File: src/sv/lega_pkg.sv
// Package for the Laplacian edge grid accumulator: request codes, defaults,
// the gray conversion function and the sequencer state type. No dependencies.
package lega_pkg;
  localparam int LineMaxDef  = 4096;
  localparam int GridMaxWDef = 64;
  localparam int GridMaxHDef = 64;

  typedef enum logic [1:0] {
    REQ_START = 2'd0,
    REQ_PIXEL = 2'd1,
    REQ_READ  = 2'd2,
    REQ_NONE  = 2'd3
  } req_t;

  localparam logic [1:0] REG_WIDTH  = 2'd0;
  localparam logic [1:0] REG_HEIGHT = 2'd1;
  localparam logic [1:0] REG_GRID_W = 2'd2;
  localparam logic [1:0] REG_GRID_H = 2'd3;

  typedef enum logic [2:0] {
    ST_CLEAR, ST_IDLE, ST_PIX_RD, ST_PIX_DIV, ST_PIX_ACC, ST_PIX_WR, ST_READ
  } state_t;

  function automatic logic [7:0] to_gray(logic [7:0] r, logic [7:0] g, logic [7:0] b);
    logic [24:0] s;
    s = 25'(17'd13933 * r) + 25'(17'd46871 * g) + 25'(17'd4732 * b) + 25'd32768;
    return s[23:16];
  endfunction
endpackage

File: src/sv/lega_divider.sv
// Restoring serial divider, one quotient bit per cycle.
// Depends on lega_pkg.
module lega_divider import lega_pkg::*; #(
  parameter int NumW = 24,
  parameter int DenW = 16
) (
  input  logic            clk,
  input  logic            rst,
  input  logic            start,
  input  logic [NumW-1:0] num,
  input  logic [DenW-1:0] den,
  output logic            busy,
  output logic [NumW-1:0] quo
);
  localparam int CntW = $clog2(NumW + 1);
  logic [DenW:0]   rem;
  logic [NumW-1:0] sh;
  logic [DenW-1:0] d;
  logic [CntW-1:0] cnt;
  logic [DenW:0]   trial;

  assign trial = {rem[DenW-1:0], sh[NumW-1]};

  always_ff @(posedge clk) begin
    if (rst) begin
      busy <= 1'b0;
      cnt  <= '0;
    end else if (start) begin
      busy <= 1'b1;
      cnt  <= CntW'(NumW);
      rem  <= '0;
      sh   <= num;
      d    <= den;
    end else if (busy) begin
      if (trial >= {1'b0, d}) begin
        rem <= trial - {1'b0, d};
        quo <= {quo[NumW-2:0], 1'b1};
      end else begin
        rem <= trial;
        quo <= {quo[NumW-2:0], 1'b0};
      end
      sh  <= sh << 1;
      cnt <= cnt - 1'b1;
      if (cnt == CntW'(1)) busy <= 1'b0;
    end
  end
endmodule

File: config.mk
export PLATFORM = sky130hd
export DESIGN_NAME = lega_divider
export DESIGN_NICKNAME = d
export VERILOG_FILES = /design/src/sv/lega_pkg.sv /design/src/sv/lega_divider.sv
export SDC_FILE = /design/constraint.sdc
export NUM_CORES = 1
export LEC_CHECK = 0
export BUFFER_PORTS_ARGS = -buffer_cell sky130_fd_sc_hd__clkbuf_2
export CAP_MARGIN = 20
export CORE_MARGIN = 10
export CORE_UTILIZATION = 60
export DETAILED_ROUTE_END_ITERATION = 6
export HOLD_SLACK_MARGIN = 0.06
export PLACE_DENSITY = 0.83
export SLEW_MARGIN = 20
export SYNTH_ARGS = -nofsm -noshare
export SYNTH_HDL_FRONTEND = slang
export SYNTH_SLANG_ARGS = --single-unit
export TNS_END_PERCENT = 1
File: constraint.sdc
create_clock -name clk -period 4.8 [get_ports clk]
set_input_delay 0.48 -clock clk [delete_from_list [all_inputs] [get_ports clk]]
set_output_delay 0.48 -clock clk [all_outputs]
set_load 0.01 [all_outputs]
* Yosys cells after proc, flatten, opt, wreduce, memory -nomap -nowiden *
Index checks and enable logic that the tools add are counted.

storage, ports and cells
  output and inout bits = 25
  word-level logic and storage cells = 28
  register bits after elaboration = 86

operators by class
  reductions and logical operators = 5
  bitwise logic cells = 2
  mux-type cells = 10
  order comparisons = 1
  eq/ne operators = 1
  add/sub/neg operators = 2

operators with widths
  kind                                                                 count
  24-bit two-way mux                                                   2
  16-bit two-way mux                                                   2
  17-bit by 16-bit >= comparator with 1-bit output                     1
  16-bit subtractor                                                    1
  5-bit two-way mux                                                    2
  5-bit by 1-bit == test with 1-bit output (second input constant)     1
  5-bit by 1-bit subtractor with 5-bit output (second input constant)  1
  1-bit two-way mux                                                    4
  2-bit AND reduction                                                  2
  3-bit AND reduction                                                  1
  1-bit inverter                                                       2
  2-bit nonzero test                                                   1
  2-bit OR reduction                                                   1

* Logic depth before layout (Yosys ltp) *
  depth after elaboration = 4
  gate-level depth with buffers = 11

* Least setup slack after synthesis *
Ideal clock, no wire load.

  path kind = input to register
  from = in start
  to = reg quo[0], enable pin
  stages on the path = 3
  library setup time = 0.440 ns
  path buffers = 2
  slack = 1.727 ns
  data required time = 4.360 ns
  arrival = 2.633 ns
  cells stage by stage = buf_6 -> clkbuf_1 -> nor3b_1

on the way
  word-level cells in the longest chain between the ends = 2

ends and longest elaborated chain
  item                           line                source
  start: declaration             lega_divider.sv:9   input logic start,
  1-bit inverter (no line)       n/a
  3-bit AND reduction (no line)  n/a
  end signal: assignment         lega_divider.sv:37  quo <= {quo[NumW-2:0], 1'b1};
  end signal: assignment         lega_divider.sv:40  quo <= {quo[NumW-2:0], 1'b0};
  end: declaration               lega_divider.sv:13  output logic [NumW-1:0] quo

Every way passes these cells.
A chain may end at the register's enable or synchronous reset.

* Worst setup path in the final report *
  from = reg rem[3]
  to = reg rem[13], data pin

on the way
  word-level cells in the longest chain between the ends = 3
  elaborated cells between the ends (all ways) = 4
  classes of those cells = 1 x add/sub; 1 x order compare; 2 x mux

ends and longest elaborated chain
  item                                                                                          line                                    source
  start: declaration                                                                            lega_divider.sv:16                      logic [DenW:0] rem;
  start signal: assignment                                                                      lega_divider.sv:36                      rem <= trial - {1'b0, d};
  start signal: assignment                                                                      lega_divider.sv:39                      rem <= trial;
  16-bit subtractor / 17-bit by 16-bit >= comparator with 1-bit output (equally long branches)  lega_divider.sv:36, lega_divider.sv:35
  16-bit two-way mux (*)                                                                        lega_divider.sv:35                      if (trial >= {1'b0, d}) begin
  16-bit two-way mux (*)                                                                        lega_divider.sv:34                      end else if (busy) begin

Every way passes the cells marked *; elsewhere a longest branch is shown, timed or not. The select of a mux whose other input is x is not followed.

==> impl_metrics.tcl <==
set metrics [dict create \
    start_util_pct 63.0 \
    synth-compound-area-share_pct 8.91 \
    viasPerCell 5.61 \
    core_sq_um 6460 \
    maxUsedRoutingLayer "met4" \
    antenna_found_initial 0 \
    clockRootBuffer "clkbuf_8" \
    period_share_pct 58.3 \
    final_cell_mix "80 x edfxtp_1, 67 x clkbuf_2, 23 x inv_1, 23 x mux2_2, 22 x nor2_1" \
    worst_setup_path_start_kind "flop" \
    track_usage_pct 15.1 \
    rr_startpoint "rem[3]$_SDFFCE_PP0P_" \
    route.met2.wl_um 3700 \
    relSlewSlack_pct 51.3 \
    combPwrFrac_pct 19.5 \
    drt-total-wl_um 7800 \
    tightest_slew_ps 730 \
    syn_inst 300 \
    clock.fmax_ghz 0.357 \
    die_w_um 102 \
    p_sw_w 0.000449 \
    drive_above_1_share_pct 30.3 \
    setup_tns_ps 0 \
    crit_start "rem[3]$_SDFFCE_PP0P_" \
    cts.reportedPaths.clkPinSlew_ps 80 \
    area_delta_synth_final_pct 15.2 \
    design.portCount 68 \
    status "complete, no violations" \
    place_congestion 0.871 \
    synth_edf_count 80 \
    clock_latency_ps 350 \
    powerDensity_nw_per_um2 365 \
    pwr-share-seq_pct 52.6 \
    async_flop_share_pct 0 \
    cts_max_path_buffers 2 \
    min_delay_path_depth 1 \
    grt_max_degree 55 \
    synthDistinctLibCells 49 \
    synth_mux_area_share_pct 8.57 \
    synth_top_family_by_area "compound AO/OA/AOI/OAI gates" \
    drc 0 \
    htreeDepth 3 \
    drv_slew 0 \
    postCtsResizedCells 0 \
    syn_avg_cell_area_sq_um 13.6 \
    synth_area_leaders "edfxtp_1 59%, mux2_2 6.4%, ha_1 5.5%" \
    dieHeight_um 102 \
    vdd_ir_drop_max_mv 0.271 \
    synth_top_area_cell "edfxtp_1" \
    synth_area_sq_um 4070 \
    path_max_fanout 14 \
    wl_met1_um 3440 \
    synthFlopType "edfxtp_1" \
    max_cap_violations 0 \
    reg2reg_slack_ps 2000 \
    rsz0062_at_grt "false" \
    dr.pass1.iters 4 \
    grt_pass1_wl_um 12200 \
    wl_per_cell_um 17.2 \
    synth-simple-area-share_pct 8.36 \
    holdPathEnd "d[14]$_DFFE_PP_" \
    timing.rr.end "rem[13]$_SDFFCE_PP0P_" \
    rr_worst_depth 8 \
    n_antenna_cell 0 \
    num_rows 29 \
    grt_pass1_vias 2505 \
    synth_top_area_share_pct 59.0 \
    clkPwrFrac_pct 27.9 \
    required_ps 4900 \
    hpwlAfterDp_um 5570 \
    clock_sinks 86 \
    final_common_cell "edfxtp_1" \
    ys_ff_latch 86 \
    synth_fa_ha_area_share_pct 6.02 \
    clock_skew_ps 9.83 \
    synth_xor_area_share_pct 2.58 \
    yosysWarnings 0 \
    dr_total_vias 2543 \
    grt_overflow 0 \
    ant_nets 0 \
    hp-class "input port to flop" \
    drt_iter0_markers 150 \
    port_buffers 67 \
    hold_buffers 0 \
    synth_nets 362 \
    cts-buffers-inserted 9 \
    worst_slack_ps 2000 \
    route.met3.wl_um 556 \
    dpl_worst_slack_ps 1980 \
    finalSetupViolations 0 \
    p_int_w 0.00126 \
    finalHoldViolations 0 \
    min_from "den[14]" \
    cts_setup_buffers 0 \
    die_area_sq_um 10500 \
    num-nets-final 434 \
    endpoint_kind "flop" \
    critPathKind "flop to flop" \
    cp.arrival_ps 2900 \
    tritoncts "built" \
    fin_crit_ps 2800 \
    ys_seq_area_share_pct 62.0 \
    swShare_pct 26.3 \
    power_leakage_nw 1.89 \
]
[sequential cells by signal, indices dropped and copies added, names as in the netlist]
signal  flops
sh         24
quo        24
rem        16
cnt         5
busy        1
d          16
[cell families (layout without fill, tap and decap cells)]
| kind of cell | count (synthesis) | after routing |
|---|---|---|
| adder cells (fa/ha/maj) | 19 | 19 |
| XOR/XNOR | 12 | 12 |
| AO/OA/AOI/OAI | 49 | 49 |
| multiplexers | 32 | 32 |
| buffers and inverters | 34 | 110 |
| flip-flops | 86 | 86 |
| AND/OR/NAND/NOR | 68 | 68 |
[per-layer routing]
| metal | vias to the layer above | GRT usage [%] |
|---|---|---|
| met5 | - | 0 |
| li1 | 1258 | - |
| met2 | 90 | 23.6 |
| met3 | 8 | 4.86 |
| met4 | 0 | 5.21 |
| met1 | 1187 | 19.3 |
[metrics by stage]
stage | area, sq um | power [W] | hold WS (ps) | utilization (%) | std cells
floorplan | 4070 | 0.00117 | 477 | - | 300
global placement | 4480 | 0.00123 | 434 | 69.4 | 437
detailed placement | 4480 | 0.00125 | 445 | 69.4 | 437
CTS | 4660 | 0.00172 | 280 | 72.2 | 452
global route | 4690 | 0.00179 | 278 | 72.6 | 453
finish | 4690 | 0.00171 | 296 | 72.6 | 453
[cells in the mapped netlist (3+ instances only)]
master / n
mux2i_1: 9
nor2_1: 23
xor2_1: 4
o21ai_1: 3
o21ai_0: 5
nor2b_1: 5
mux2_2: 23
xnor2_1: 8
clkbuf_1: 7
ha_1: 18
o21a_1: 4
dfxtp_1: 6
or3_1: 3
a21oi_1: 12
inv_1: 23
a211oi_1: 4
edfxtp_1: 80
nand2_1: 12
a21o_1: 4
nor3_1: 8
[power by group through the flow]
| stage | registers, W | logic [W] | clock network [W] |
|---|---|---|---|
| 2_1_floorplan | 0.000914 | 0.000255 | 0 |
| 3_3_place_gp | 0.000915 | 0.000314 | 0 |
| 3_5_place_dp | 0.000918 | 0.000328 | 0 |
| 4_1_cts | 0.000901 | 0.000331 | 0.000485 |
| 5_1_grt | 0.000905 | 0.000372 | 0.000518 |
| 6_report | 0.000900 | 0.000334 | 0.000477 |
[final cells by class]
type	instances	area [sq um]
clock buffer	10	128
clock inverter	5	51.3
fill	439	1770
inverter	24	90.1
multi-input combinational	180	1420
sequential	86	2520
tap	77	96.3
timing repair buffer	71	385
[worst max-delay path by stage]
stage                                  to  cells past startpoint
global placement    rem[13]$_SDFFCE_PP0P_                      8
CTS                 rem[13]$_SDFFCE_PP0P_                     10
floorplan                quo[0]$_DFFE_PP_                      3
finish              rem[13]$_SDFFCE_PP0P_                      8
detailed placement  rem[13]$_SDFFCE_PP0P_                      8
global route        rem[13]$_SDFFCE_PP0P_                     10
[worst max-delay path, cell delays in order (launching register included)]
cell      delay, ps
edfxtp_1        410
ha_1            390
a21o_1          220
a31oi_2         150
o21ai_2         140
a221oi_4        390
a22o_4          260
nor4b_1          70
or4_1           510
Power figures use the tool's default switching activity.
